<file path="config.mk">
export PLATFORM = sky130hd
export DESIGN_NAME = next_fit_page_allocator_unit
export DESIGN_NICKNAME = d
export VERILOG_FILES = /design/src/npa_pkg.sv /design/src/npa_front.sv /design/src/npa_cmd_fifo.sv /design/src/npa_back.sv /design/src/next_fit_page_allocator_unit.sv
export VERILOG_INCLUDE_DIRS = /design/src /design/src/src
export SDC_FILE = /design/constraint.sdc
export NUM_CORES = 2
export LEC_CHECK = 0
export BUFFER_PORTS_ARGS = -buffer_cell sky130_fd_sc_hd__clkbuf_2
export CELL_PAD_IN_SITES_DETAIL_PLACEMENT = 0
export CELL_PAD_IN_SITES_GLOBAL_PLACEMENT = 1
export CORE_MARGIN = 5
export CORE_UTILIZATION = 40
export DETAILED_ROUTE_END_ITERATION = 16
export PLACE_DENSITY = 0.68
export SYNTH_ARGS = -nofsm -noshare
export SYNTH_HDL_FRONTEND = slang
export SYNTH_HIERARCHICAL = 1
export SYNTH_SLANG_ARGS = --single-unit
</file>
<file path="constraint.sdc">
create_clock -name clk_i -period 5.9 [get_ports clk_i]
set_input_delay 0.59 -clock clk_i [delete_from_list [all_inputs] [get_ports clk_i]]
set_output_delay 0.59 -clock clk_i [all_outputs]
set_load 0.1 [all_outputs]
</file>
<file path="src/assert_macros.svh">
// ----------------------------------------------------------------------------
// Assertion macros
// Shared concurrent assertion forms, clocked on clk_i, idle during reset.
// ----------------------------------------------------------------------------
`ifndef ASSERT_MACROS_SVH
`define ASSERT_MACROS_SVH

// property holds at every edge
`define NPA_ASSERT(label, prop, msg) \
  label: assert property (@(posedge clk_i) disable iff (!rst_ni) (prop)) else $error(msg);

// same-cycle implication
`define NPA_ASSERT_IMP(label, ante, cons, msg) \
  label: assert property (@(posedge clk_i) disable iff (!rst_ni) (ante) |-> (cons)) \
    else $error(msg);

// next-cycle implication
`define NPA_ASSERT_NXT(label, ante, cons, msg) \
  label: assert property (@(posedge clk_i) disable iff (!rst_ni) (ante) |=> (cons)) \
    else $error(msg);

`endif

</file>
<file path="src/npa_pkg.sv">
// ----------------------------------------------------------------------------
// npa_pkg
// Types, constants and helpers for the next-fit page allocator.
// ----------------------------------------------------------------------------
package npa_pkg;

  localparam int TABLE_PAGES  = 1024;
  localparam int USER_LO_PAGE = 256;
  localparam int USER_HI_PAGE = 960;

  localparam int PAGE_W = 10;
  localparam int CFG_W  = 11;

  // upper end of the scan, clipped to the table
  localparam int HI_EFF   = (USER_HI_PAGE > TABLE_PAGES) ? TABLE_PAGES : USER_HI_PAGE;
  localparam bit RANGE_OK = (USER_LO_PAGE < HI_EFF);

  // bitmap row organisation
  localparam int WORD_W    = 32;
  localparam int BIT_W     = $clog2(WORD_W);
  localparam int NUM_WORDS = TABLE_PAGES / WORD_W;
  localparam int WADDR_W   = $clog2(NUM_WORDS);
  localparam int LO_W      = USER_LO_PAGE / WORD_W;
  localparam int HI_W      = (HI_EFF - 1) / WORD_W;
  localparam int NSTEPS    = HI_W - LO_W + 1;
  localparam int STEP_W    = $clog2(NUM_WORDS + 1);

  // request codes
  localparam logic [1:0] REQ_ALLOC = 2'd0;
  localparam logic [1:0] REQ_FREE  = 2'd1;
  localparam logic [1:0] REQ_SET   = 2'd2;

  typedef enum logic [1:0] {
    OP_ALLOC,
    OP_FREE,
    OP_SET,
    OP_NOP
  } op_e;

  typedef struct packed {
    logic [1:0]        req_type;
    logic [PAGE_W-1:0] page_index;
    logic              usable_flag;
  } req_t;

  typedef struct packed {
    logic [PAGE_W-1:0] granted_page;
    logic              granted;
  } rsp_t;

  typedef struct packed {
    op_e               op;
    logic [PAGE_W-1:0] page;
    logic              flag;
  } cmd_t;

  typedef struct packed {
    logic valid;
    logic full;
  } cq_status_t;

  // pages of row w that lie in the user range
  function automatic logic [WORD_W-1:0] range_mask(logic [WADDR_W-1:0] w);
    logic [WORD_W-1:0] m;
    int                p;
    m = '0;
    for (int b = 0; b < WORD_W; b++) begin
      p    = int'(w) * WORD_W + b;
      m[b] = (p >= USER_LO_PAGE) && (p < HI_EFF);
    end
    return m;
  endfunction

endpackage

</file>
<file path="src/npa_front.sv">
// ----------------------------------------------------------------------------
// npa_front
// Accepts request items and classifies them into back-end commands.
// ----------------------------------------------------------------------------
module npa_front import npa_pkg::*; (
  input  logic       push,
  output logic       full,
  input  req_t       req_i,
  input  logic       cfg_zero_i,
  input  cq_status_t cq_i,
  output logic       cmd_push_o,
  output cmd_t       cmd_o
);

  logic in_table;

  assign in_table   = int'(req_i.page_index) < TABLE_PAGES;
  assign full       = cq_i.full;
  assign cmd_push_o = push && !cq_i.full;

  always_comb begin
    cmd_o.page = req_i.page_index;
    cmd_o.flag = req_i.usable_flag;
    unique case (req_i.req_type)
      REQ_ALLOC: begin
        cmd_o.op = (cfg_zero_i || !RANGE_OK) ? OP_NOP : OP_ALLOC;
      end
      REQ_FREE: begin
        cmd_o.op = in_table ? OP_FREE : OP_NOP;
      end
      REQ_SET: begin
        cmd_o.op = in_table ? OP_SET : OP_NOP;
      end
      default: begin
        cmd_o.op = OP_NOP;
      end
    endcase
  end

endmodule

</file>
<file path="src/npa_cmd_fifo.sv">
// ----------------------------------------------------------------------------
// npa_cmd_fifo
// Two-entry command queue between the front and the back end.
// ----------------------------------------------------------------------------
module npa_cmd_fifo import npa_pkg::*; (
  input  logic       clk_i,
  input  logic       rst_ni,
  input  logic       push_i,
  input  cmd_t       cmd_i,
  input  logic       pop_i,
  output cmd_t       cmd_o,
  output cq_status_t status_o
);

  cmd_t       ent_q [2];
  logic       wr_ptr_q, rd_ptr_q;
  logic [1:0] cnt_q;
  logic       do_push, do_pop;

  assign status_o.valid = (cnt_q != 2'd0);
  assign status_o.full  = (cnt_q == 2'd2);
  assign do_push        = push_i && !status_o.full;
  assign do_pop         = pop_i && status_o.valid;
  assign cmd_o          = ent_q[rd_ptr_q];

  always_ff @(posedge clk_i or negedge rst_ni) begin
    if (!rst_ni) begin
      wr_ptr_q <= 1'b0;
      rd_ptr_q <= 1'b0;
      cnt_q    <= 2'd0;
    end else begin
      if (do_push) begin
        wr_ptr_q <= !wr_ptr_q;
      end
      if (do_pop) begin
        rd_ptr_q <= !rd_ptr_q;
      end
      if (do_push && !do_pop) begin
        cnt_q <= cnt_q + 2'd1;
      end else if (do_pop && !do_push) begin
        cnt_q <= cnt_q - 2'd1;
      end
    end
  end

  always_ff @(posedge clk_i) begin
    if (do_push) begin
      ent_q[wr_ptr_q] <= cmd_i;
    end
  end

endmodule

</file>
<file path="src/npa_back.sv">
// ----------------------------------------------------------------------------
// npa_back
// Executes commands against the page bitmaps and holds the result item.
// ----------------------------------------------------------------------------
module npa_back import npa_pkg::*; (
  input  logic       clk_i,
  input  logic       rst_ni,
  input  cmd_t       cmd_i,
  input  cq_status_t cq_i,
  output logic       cmd_pop_o,
  input  logic       pop,
  output logic       empty,
  output rsp_t       rsp_o
);

  typedef enum logic [1:0] {
    ST_IDLE,
    ST_EVAL,
    ST_RESP
  } state_e;

  state_e              state_q;
  cmd_t                cmd_q;
  logic [WADDR_W-1:0]  word_q;
  logic [STEP_W-1:0]   step_q;
  logic [PAGE_W-1:0]   rover_q;
  rsp_t                pend_q;
  rsp_t                rsp_q;
  logic                rsp_vld_q;

  // bitmap rows: {allocated, usable}
  logic [2*WORD_W-1:0] mem_q [NUM_WORDS];
  logic [NUM_WORDS-1:0] row_vld_q;
  logic [2*WORD_W-1:0] rd_data_q;
  logic                rd_vld_q;

  logic                mem_re, mem_we;
  logic [WADDR_W-1:0]  mem_raddr, mem_waddr;
  logic [2*WORD_W-1:0] mem_wdata;

  logic [PAGE_W-1:0]   rover_fix;
  logic [WORD_W-1:0]   use_w, alc_w, use_n, alc_n;
  logic [WORD_W-1:0]   step_mask, cand;
  logic [BIT_W-1:0]    rb, hit_bit, cmd_bit;
  logic                hit, last_step, slot_free;
  logic [WADDR_W-1:0]  next_word;

  assign rover_fix = (int'(rover_q) >= USER_LO_PAGE && int'(rover_q) < HI_EFF) ?
                     rover_q : PAGE_W'(USER_LO_PAGE);
  assign use_w     = rd_vld_q ? rd_data_q[WORD_W-1:0] : '0;
  assign alc_w     = rd_vld_q ? rd_data_q[2*WORD_W-1:WORD_W] : '0;
  assign rb        = rover_q[BIT_W-1:0];
  assign cmd_bit   = cmd_q.page[BIT_W-1:0];
  assign last_step = (step_q == STEP_W'(NSTEPS));
  assign next_word = (word_q == WADDR_W'(HI_W)) ? WADDR_W'(LO_W) : word_q + 1'b1;
  assign slot_free = !rsp_vld_q || pop;
  assign cmd_pop_o = (state_q == ST_IDLE) && cq_i.valid;
  assign empty     = !rsp_vld_q;
  assign rsp_o     = rsp_q;

  // first lap covers bits at or above the rover, the closing lap the rest
  always_comb begin
    for (int b = 0; b < WORD_W; b++) begin
      if (step_q == '0) begin
        step_mask[b] = (b >= int'(rb));
      end else if (last_step) begin
        step_mask[b] = (b < int'(rb));
      end else begin
        step_mask[b] = 1'b1;
      end
    end
  end

  assign cand = use_w & ~alc_w & range_mask(word_q) & step_mask;
  assign hit  = |cand;

  always_comb begin
    hit_bit = '0;
    for (int b = WORD_W - 1; b >= 0; b--) begin
      if (cand[b]) begin
        hit_bit = BIT_W'(b);
      end
    end
  end

  always_comb begin
    use_n = use_w;
    alc_n = alc_w;
    unique case (cmd_q.op)
      OP_ALLOC: alc_n[hit_bit] = 1'b1;
      OP_FREE:  alc_n[cmd_bit] = 1'b0;
      OP_SET:   use_n[cmd_bit] = cmd_q.flag;
      default: ;
    endcase
  end

  always_comb begin
    mem_re    = 1'b0;
    mem_raddr = cmd_i.page[PAGE_W-1:BIT_W];
    mem_we    = 1'b0;
    mem_waddr = cmd_q.page[PAGE_W-1:BIT_W];
    mem_wdata = {alc_n, use_n};
    unique case (state_q)
      ST_IDLE: begin
        if (cq_i.valid) begin
          mem_re = (cmd_i.op != OP_NOP);
          if (cmd_i.op == OP_ALLOC) begin
            mem_raddr = rover_fix[PAGE_W-1:BIT_W];
          end
        end
      end
      ST_EVAL: begin
        if (cmd_q.op == OP_ALLOC) begin
          mem_waddr = word_q;
          mem_we    = hit;
          mem_re    = !hit && !last_step;
          mem_raddr = next_word;
        end else begin
          mem_we = 1'b1;
        end
      end
      default: ;
    endcase
  end

  always_ff @(posedge clk_i) begin
    if (mem_we) begin
      mem_q[mem_waddr] <= mem_wdata;
    end
    if (mem_re) begin
      rd_data_q <= mem_q[mem_raddr];
    end
  end

  always_ff @(posedge clk_i or negedge rst_ni) begin
    if (!rst_ni) begin
      state_q   <= ST_IDLE;
      cmd_q     <= '0;
      word_q    <= '0;
      step_q    <= '0;
      rover_q   <= PAGE_W'(USER_LO_PAGE);
      pend_q    <= '0;
      rsp_q     <= '0;
      rsp_vld_q <= 1'b0;
      row_vld_q <= '0;
      rd_vld_q  <= 1'b0;
    end else begin
      if (mem_we) begin
        row_vld_q[mem_waddr] <= 1'b1;
      end
      if (mem_re) begin
        rd_vld_q <= row_vld_q[mem_raddr];
      end
      if (pop && rsp_vld_q && state_q != ST_RESP) begin
        rsp_vld_q <= 1'b0;
      end
      unique case (state_q)
        ST_IDLE: begin
          if (cq_i.valid) begin
            cmd_q  <= cmd_i;
            pend_q <= '0;
            step_q <= '0;
            if (cmd_i.op == OP_ALLOC) begin
              rover_q <= rover_fix;
              word_q  <= rover_fix[PAGE_W-1:BIT_W];
            end
            state_q <= (cmd_i.op == OP_NOP) ? ST_RESP : ST_EVAL;
          end
        end
        ST_EVAL: begin
          if (cmd_q.op != OP_ALLOC) begin
            state_q <= ST_RESP;
          end else if (hit) begin
            rover_q <= {word_q, hit_bit};
            pend_q  <= '{granted_page: {word_q, hit_bit}, granted: 1'b1};
            state_q <= ST_RESP;
          end else if (last_step) begin
            state_q <= ST_RESP;
          end else begin
            step_q <= step_q + 1'b1;
            word_q <= next_word;
          end
        end
        ST_RESP: begin
          if (slot_free) begin
            rsp_q     <= pend_q;
            rsp_vld_q <= 1'b1;
            state_q   <= ST_IDLE;
          end else begin
            rsp_vld_q <= rsp_vld_q;
          end
        end
        default: state_q <= ST_IDLE;
      endcase
    end
  end

endmodule

</file>
<file path="src/next_fit_page_allocator_unit.sv">
// ----------------------------------------------------------------------------
// next_fit_page_allocator_unit
// Next-fit page allocator over a usable/allocated bitmap pair.
//
// Requests are pushed into a two-entry command queue and executed one at a
// time against a 32-row memory holding 32 pages per row; a row-valid flop per
// row makes both bitmaps read as zero after reset, so no clearing pass is
// needed. Free and set requests pass through the idle, evaluate and respond
// states, an unknown request or an allocate while pages_present is zero skips
// evaluate, and an allocate stays in evaluate for k rows (one row per cycle
// through the memory read port), where k runs from 1 up to the row count of
// the user range plus one: 23 at the default range. The result item waits in
// an output register while the next item is accepted and started.
// ----------------------------------------------------------------------------
`include "assert_macros.svh"

module next_fit_page_allocator_unit import npa_pkg::*; (
  input  logic             clk_i,
  input  logic             rst_ni,
  input  logic             push,
  output logic             full,
  input  req_t             req_i,
  output logic             empty,
  input  logic             pop,
  output rsp_t             rsp_o,
  input  logic             cfg_we_i,
  input  logic [CFG_W-1:0] cfg_wdata_i
);

  logic [CFG_W-1:0] pages_present_q;
  logic             cmd_push, cmd_pop;
  cmd_t             front_cmd, queue_cmd;
  cq_status_t       cq_status;
  logic             rsp_fail, rsp_grant, grant_in_range;

  always_ff @(posedge clk_i or negedge rst_ni) begin
    if (!rst_ni) begin
      pages_present_q <= '0;
    end else if (cfg_we_i) begin
      pages_present_q <= cfg_wdata_i;
    end
  end

  npa_front u_front (
    .push       (push),
    .full       (full),
    .req_i      (req_i),
    .cfg_zero_i (pages_present_q == '0),
    .cq_i       (cq_status),
    .cmd_push_o (cmd_push),
    .cmd_o      (front_cmd)
  );

  npa_cmd_fifo u_cmd_fifo (
    .clk_i    (clk_i),
    .rst_ni   (rst_ni),
    .push_i   (cmd_push),
    .cmd_i    (front_cmd),
    .pop_i    (cmd_pop),
    .cmd_o    (queue_cmd),
    .status_o (cq_status)
  );

  npa_back u_back (
    .clk_i     (clk_i),
    .rst_ni    (rst_ni),
    .cmd_i     (queue_cmd),
    .cq_i      (cq_status),
    .cmd_pop_o (cmd_pop),
    .pop       (pop),
    .empty     (empty),
    .rsp_o     (rsp_o)
  );

  assign rsp_fail       = !empty && !rsp_o.granted;
  assign rsp_grant      = !empty && rsp_o.granted;
  assign grant_in_range = int'(rsp_o.granted_page) >= USER_LO_PAGE &&
                          int'(rsp_o.granted_page) < HI_EFF;

  `NPA_ASSERT_IMP(a_fail_page_zero, rsp_fail, rsp_o.granted_page == '0, "failed item has a page")
  `NPA_ASSERT_IMP(a_grant_in_range, rsp_grant, grant_in_range, "granted page outside user range")
  `NPA_ASSERT_IMP(a_full_has_cmd, cq_status.full, cq_status.valid, "command queue full but empty")
  `NPA_ASSERT_NXT(a_pop_only_valid, cmd_pop, !cq_status.full, "queue still full after a pop")

endmodule
</file>
Word level (Yosys, flattened, before mapping)
Memories as Yosys holds them, arrays and structs flattened. A register that Yosys moved wholly into a read port is not among the register bits.
Index checks and enable logic that the tools add are counted.

cells by class
  add/subtract/negate cells = 35
  order comparisons = 135
  equality and inequality tests = 21
  muxes and demuxes = 160
  bitwise logic cells = 8
  reductions and logical operators = 75

operators with widths
  cell                                                                                   count
  32-bit by 10-bit greater-or-equal comparator with 1-bit output, second input constant  31
  32-bit by 11-bit < comparator with 1-bit output, second input constant                 31
  5-bit two-way mux                                                                      43
  10-bit by 5-bit adder with 11-bit output, second input constant                        16
  32-bit bitwise AND                                                                     4
  32-bit two-way mux                                                                     3
  10-bit by 4-bit adder with 11-bit output, second input constant                        8
  1-bit two-way mux                                                                      79
  5-bit greater-or-equal comparator, first input constant                                15
  5-bit < comparator, first input constant                                               15
  32-bit NOT                                                                             2
  32-bit OR                                                                              2
  32-bit one-hot mux with 2 select lines                                                 1
  10-bit two-way mux                                                                     5
  1-bit logical AND                                                                      45
  10-bit by 3-bit adder with 11-bit output, second input constant                        4
  4-bit by 5-bit greater-or-equal comparator with 1-bit output, first input constant     8
  4-bit by 5-bit < comparator with 1-bit output, first input constant                    8
  11-bit two-way mux                                                                     3
  32-bit bitwise mux                                                                     1
  32-bit OR reduction                                                                    1
  5-bit by 6-bit < comparator with 1-bit output, second input constant                   4
  6-bit two-way mux                                                                      4
  10-bit by 2-bit adder with 11-bit output, second input constant                        2
  41 further kinds                                                                       99

storage, ports and cells
  bits in registers = 107
  memory bits (writable) = 2,074
  word-level logic and storage cells = 455
  memories = 2

memory list
  name              depth  bits a word  read ports  clocked after Yosys merged registers in  write ports  line                RTL
  u_back.mem_q      32     64           1           1                                        1            npa_back.sv:32      logic [2*WORD_W-1:0] mem_q [NUM_WORDS];
  u_cmd_fifo.ent_q  2      13           1           0                                        1            npa_cmd_fifo.sv:15  cmd_t ent_q [2];

Depth between registers and ports, before layout
  depth in word-level cells = 43
  depth in mapped cells = 16

Hierarchy
The synthesis kept the hierarchy.

modules (own cells, without submodules)
  module                        instances  cells each  area each (um^2)  seq. area each (um^2)
  npa_back                      1          7,148       89,831.2          65,724.3
  npa_cmd_fifo                  1          59          1,141.1           880.8
  next_fit_page_allocator_unit  1          27          471.7             275.3
  npa_front                     1          17          120.1             0.0

Worst setup path after synthesis
No wires, ideal clock.

  path kind = reg-to-reg
  from = register u_back.step_q[0]
  to = memory u_back/mem_q[12][0] in the netlist's numbering (enable)
  setup time = 487 ps
  arrival = 5,452 ps
  setup slack = -38 ps
  cell stages (with the launch flop) = 14
  period minus slack after synthesis = 5,938 ps
  cell sequence = dfrtp_1 > inv_1 > ha_1 > and3_1 > buf_4 > and2_1 > a2111oi_0 > and4bb_2 > nand4bb_1 > or3_1 > o2bb2ai_1 > nand3_1 > clkbuf_1 > nor2_1

on the way
  cells in the longest elaborated chain, start to end = 9
  elaborated cells between the ends (all ways) = 72
  those cells by class = eq/ne (1); mux (68); bitwise (1); reduce/logical (2)

RTL lines
  what                                       line             RTL
  from (decl)                                npa_back.sv:25   logic [STEP_W-1:0] step_q;
  from (signal assigned)                     npa_back.sv:180  step_q <= step_q + 1'b1;
  6-bit by 5-bit == test with 1-bit output   npa_back.sv:54   assign last_step = (step_q == STEP_W'(NSTEPS));
  1-bit two-way mux                          npa_back.sv:66   end else if (last_step) begin
  1-bit two-way mux                          npa_back.sv:64   if (step_q == '0) begin
  32-bit bitwise AND *                       npa_back.sv:74   assign cand = use_w & ~alc_w & range_mask(word_q) & step_mask;
  32-bit OR reduction *                      npa_back.sv:75   assign hit = |cand;
  1-bit two-way mux *                        npa_back.sv:113  if (cmd_q.op == OP_ALLOC) begin
  1-bit two-way mux *                        npa_back.sv:103  unique case (state_q)
  1-bit two-way mux *                        npa_back.sv:127  if (mem_we) begin
  1-bit two-way mux (not written as such) *  npa_back.sv:128  mem_q[mem_waddr] <= mem_wdata;
  to (decl)                                  npa_back.sv:32

Every way passes the cells marked *; elsewhere a longest branch is shown, timed or not.

Worst setup path in the final report
  from = register u_back.step_q[0]
  to = memory u_back/mem_q[18][53] in the netlist's numbering, data pin

on the way
  cells in the longest elaborated chain, start to end = 42
  elaborated cells between the ends (all ways) = 106
  those cells by class = order compare (2); eq/ne (1); mux (99); bitwise (2); reduce/logical (2)

RTL lines
  what                                                                                                                                                 line            RTL
  6-bit by 5-bit == test with 1-bit output                                                                                                             npa_back.sv:54
  1-bit two-way mux                                                                                                                                    npa_back.sv:66
  1-bit two-way mux                                                                                                                                    npa_back.sv:64
  32-bit bitwise AND *                                                                                                                                 npa_back.sv:74
  5-bit two-way mux (31 in series)                                                                                                                     npa_back.sv:80  if (cand[b]) begin
  5-bit two-way mux *                                                                                                                                  npa_back.sv:80
  5-bit by 6-bit < comparator with 1-bit output (not written as such) or 5-bit by 1-bit greater-or-equal comparator with 1-bit output (tied branches)  npa_back.sv:90  OP_ALLOC: alc_n[hit_bit] = 1'b1;
  1-bit logical AND (not written as such)                                                                                                              npa_back.sv:90
  1-bit two-way mux (not written as such)                                                                                                              npa_back.sv:90
  1-bit demux with 5-bit select *                                                                                                                      n/a
  32-bit OR (no source line) *                                                                                                                         n/a
  32-bit one-hot mux with 2 select lines *                                                                                                             npa_back.sv:89  unique case (cmd_q.op)
  named net u_back.alc_n[21]                                                                                                                           npa_back.sv:42  logic [WORD_W-1:0] use_w, alc_w, use_n, alc_n;

Mark *: on every way through the listed nets, which the timed path passes. The rest lies on a longest branch.

==> out/qor.log <==
INFO  clock_tree     clkSinkCount=2245
INFO  placement      area_after_detailed_placement=96230um2
INFO  cells_and_area drive_above_1_share=10.15%
INFO  cells_and_area fillerInstances=20150
INFO  routing        finalWirelength=273600um
INFO  worst_setup_path timing.critical_path.from_type=flop
INFO  flow_run       cap_viol_max_count=0
INFO  synthesis      synthesis.area=91560um2
INFO  floorplanning  initial_core_util=40.25%
INFO  worst_setup_path cp_num_buf_inv=2
INFO  cells_and_area stdcell_area=103600um2
INFO  clock_tree     ctsHtreeMaxLevel=4
INFO  worst_setup_path timing.critical_path.mode_cell=sky130_fd_sc_hd__or4_1
INFO  placement      place.detailed.instances=10000
INFO  routing        first_pass_iters=5
INFO  grt            grt_pass1_wl=397600um
INFO  routing        final_antenna_net_count=0
INFO  sta            final-hold-violation-count=0
INFO  synthesis      library_cells_used_by_synthesis=92
INFO  sta            rsz0062_at_grt=no
INFO  placement      io_buffer_count=41
INFO  grt            grt_overflow=0
INFO  synthesis      synth-async-reset-ratio=4.766%
INFO  floorplanning  dieHeight=488.4um
INFO  worst_setup_path crit_path_end_kind=flop
INFO  clock_tree     clock_pin_transition_on_the_worst_setup_and_hold_timing_paths=0.06ns
INFO  worst_setup_path worstSetupEndpoint=u_back/mem_q[18][53]
INFO  placement      dpl_worst_slack=0.6104ns
INFO  placement      finalWeightedCongestion=0.9160
INFO  synthesis      ys_ff_latch=2245
INFO  worst_setup_path timing.reg2reg.setup_slack=0.47ns
INFO  grt            groute.usage.overall=22.48%
INFO  worst_setup_path cell_at_the_slowest_stage_of_the_critical_path=sky130_fd_sc_hd__o21ai_2
INFO  worst_setup_path path_depth=11
INFO  run_status     outcome=completed
INFO  cells_and_area final_cell_count_no_fill=10440
INFO  sta            finalClockSkew=0.04378ns
INFO  grt            number_of_antenna_violations_at_the_first_check_in_global_routing=4
INFO  grt            grt_max_degree=137
INFO  floorplanning  top_level_ports=42
INFO  sta            post-route-min-period=5.430ns
INFO  worst_setup_path destination_of_the_worst_register_to_register_timing_path=u_back/mem_q[18][53]
INFO  grt            via_count_of_the_first_global_routing_pass=56740
INFO  worst_setup_path critPathTopFamily=simple AND/OR/NAND/NOR gates
INFO  cells_and_area nNetsFinal=7281
INFO  worst_setup_path critical_path_peak_fanout=32
INFO  routing        via_count=59950
INFO  clock_tree     number_of_gates_resized_after_cts=0
INFO  synthesis      dominantRegCellSynth=sky130_fd_sc_hd__edfxtp_1
INFO  clock_tree     cts_max_path_buffers=3
INFO  routing        post_dr_vias_cell=5.743
INFO  sta            clock.fmax=184.2MHz
INFO  worst_setup_path cp_data_required_time=6.38ns
INFO  clock_tree     worstSkewPairLatency=0.87ns
INFO  routing        first_iter_violations=6479
INFO  sta            layout_worst_path_cycle_share=92.03%
INFO  sta            setup-tns-final=0ns
INFO  cells_and_area commonest_cells_after_routing_fill_and_taps_aside=2213 x sky130_fd_sc_hd__nand2_1, 2138 x sky130_fd_sc_hd__edfxtp_1, 1048 x sky130_fd_sc_hd__nand3_1
INFO  pwr            ir_drop=820.5uV
INFO  sta            slew_headroom=13.37%
INFO  clock_tree     buffer_type_at_the_clock_tree_root=sky130_fd_sc_hd__clkbuf_16
INFO  clock_tree     tritoncts=built
INFO  worst_setup_path cells_traversed_along_the_worst_timing_path=inv_1, ha_1, nor4b_4, nand2_2, o2111ai_1, o31ai_1, or4_1, buf_4, or4_1, or3_1, o21ai_2
INFO  routing        remaining_drc_errors=0
INFO  synthesis      synthesis.area_per_instance=12.63um2
INFO  cells_and_area layout_commonest_cell=sky130_fd_sc_hd__nand2_1
INFO  synthesis      synth.yosys.seq_area_share=73.04%
INFO  worst_setup_path r2r_start=u_back/step_q[0]
INFO  pwr            leakage=36.30nW
INFO  worst_setup_path crit_type=flop to flop
INFO  routing        avg_wl_per_cell=26.21um
INFO  floorplanning  die_width=488.4um
INFO  floorplanning  std_cell_rows=175
INFO  hold_path      min-delay-path-class=primary input to flop
INFO  synthesis      synth_enable_flop_cells=2138
INFO  sta            final-setup-viol-count=0
INFO  worst_setup_path cp_slowest_stage_delay=0.99ns
INFO  sta            setup_slack=0.4701ns
INFO  synthesis      synthesis.nets=7286
INFO  synthesis      postSynthCellCount=7251
INFO  synthesis      synthesis.yosys.warnings=6
INFO  worst_setup_path crit_path_start=u_back/step_q[0]
INFO  placement      dpl.hpwl=140600um
INFO  worst_setup_path r2r_cells=11
INFO  worst_setup_path worstPathArrival=5.91ns
INFO  sta            report.final.slew_viol_count=0
INFO  sta            worst-slew-pin-transition=1.299ns
INFO  cells_and_area final_core_occ=45.53%
INFO  clock_tree     number_of_buffers_created_by_cts=225
INFO  pwr            power.density_cell_area=613.6nW/um2
INFO  floorplanning  die_area=238600um2
INFO  cells_and_area area_delta_synth_final=13.13%
INFO  floorplanning  fp.coreArea=227500um2
-- power breakdown --
group	switching (mW)	internal, mW	total (mW)
registers	0.704	20.8	21.5
clock network	6.00	7.90	13.9
logic	20.3	7.80	28.1
-- layer usage --
metal | wire (um) | vias up | global-route usage [%]
met2 | 125300 | 2360 | 35.16
met5 | 0 | - | 0
met4 | 6365 | 0 | 5.808
met1 | 122600 | 30410 | 33.23
met3 | 19300 | 384 | 3.070
li1 | - | 26790 | -
-- synthesized netlist by cell type, drive strengths merged, types with 4 or more instances --
cell type | instances | area [um2]
clkbuf | 450 | 1689
a31oi | 68 | 425.4
or4 | 6 | 45.04
nand3 | 1048 | 5245
nor2b | 6 | 37.54
a221oi | 8 | 70.07
a2111oi | 4 | 41.29
and3 | 138 | 863.3
o311ai | 7 | 68.82
mux2i | 18 | 180.2
mux2 | 38 | 465.4
o21bai | 36 | 270.3
xnor2 | 5 | 43.79
nand2 | 2216 | 8325
dfrtp | 106 | 2653
edfxtp | 2138 | 64200
o21ai | 50 | 254.0
a31o | 35 | 306.5
nand2b | 13 | 81.33
a311oi | 324 | 2838
inv | 19 | 71.32
nor4 | 14 | 87.58
or2 | 14 | 90.09
nor2 | 93 | 351.6
a211oi | 8 | 65.06
nor3 | 16 | 80.08
a22oi | 5 | 42.54
a21oi | 58 | 290.3
o211ai | 30 | 225.2
o31ai | 6 | 45.04
or3 | 13 | 81.33
and2 | 7 | 43.79
o2111ai | 19 | 202.7
a21o | 68 | 510.5
a22o | 5 | 43.79
nand4 | 10 | 62.56
ha | 6 | 75.07
o2111a | 4 | 45.04
buf | 79 | 419.2
-- logic make-up (layout without fill, tap and decap cells) --
| kind of cell | count (synthesis) | in the layout | synth area share, % |
|---|---|---|---|
| compound gates | 768 | 768 | 6.615 |
| xor+xnor | 7 | 7 | 0.06696 |
| fa+ha+maj | 6 | 6 | 0.08199 |
| buf+inv | 548 | 725 | 2.380 |
| flops | 2245 | 2245 | 73.04 |
| mux | 56 | 56 | 0.7051 |
| other cells | 0 | 2 | 0 |
| simple gates | 3621 | 3621 | 17.11 |
-- worst reg2reg max path, cell delays in order (launching register included) --
cell and delay (ns):
sky130_fd_sc_hd__dfrtp_1 0.40, sky130_fd_sc_hd__inv_1 0.14, sky130_fd_sc_hd__ha_1 0.20, sky130_fd_sc_hd__nor4b_4 0.34
sky130_fd_sc_hd__nand2_2 0.45, sky130_fd_sc_hd__o2111ai_1 0.57, sky130_fd_sc_hd__o31ai_1 0.26, sky130_fd_sc_hd__or4_1 0.67
sky130_fd_sc_hd__buf_4 0.21, sky130_fd_sc_hd__or4_1 0.41, sky130_fd_sc_hd__or3_1 0.37, sky130_fd_sc_hd__o21ai_2 0.99
-- layout make-up --
cell class / instances / area [um2] / area share, %
antenna: 2 / 5.005 / 0.004831
clock buffer: 283 / 5963 / 5.757
clock inverter: 126 / 1140 / 1.100
inverter: 19 / 71.32 / 0.06885
multi-input combinational: 4458 / 22980 / 22.19
sequential: 2245 / 66880 / 64.56
tap: 3009 / 3765 / 3.634
timing repair buffer: 297 / 2780 / 2.684
-- state kept, by name (all words and copies together), names as in the netlist, 6 cells and up --
| signal | count |
|---|---|
| pages_present_q | 11 |
| u_back/cmd_q | 8 |
| u_back/mem_q | 2048 |
| u_back/pend_q | 11 |
| u_back/rd_data_q | 64 |
| u_back/rover_q | 10 |
| u_back/row_vld_q | 32 |
| u_back/rsp_o | 11 |
| u_back/step_q | 6 |
| u_cmd_fifo/ent_q | 26 |
-- stage by stage --
| stage | power (mW) | hold slack [ns] |
|---|---|---|
| floorplan | 39.00 | 0.2944 |
| global placement | 49.57 | 0.4598 |
| detailed placement | 49.75 | 0.4616 |
| CTS | 63.69 | 0.07169 |
| global route | 66.75 | 0.1387 |
| finish | 63.57 | 0.1556 |
-- how the worst min path moves through the flow --
stage / endpoint / from / depth (start not counted) / slack [ns]
floorplan: pages_present_q[0] / rst_ni / 0 / 0.29
global placement: u_back/row_vld_q[8] / u_back/row_vld_q[8] / 1 / 0.46
detailed placement: u_back/row_vld_q[24] / u_back/row_vld_q[24] / 1 / 0.46
CTS: u_back/rsp_vld_q / pop / 3 / 0.07
global route: u_cmd_fifo/wr_ptr_q / push / 4 / 0.14
finish: u_cmd_fifo/wr_ptr_q / push / 4 / 0.16
-- repair_timing --
item	in CTS	in global routing
setup buffers	0	0
hold endpoints to repair	97	0
hold buffers	25	0
Note: power is estimated with default switching activity, not from simulation.
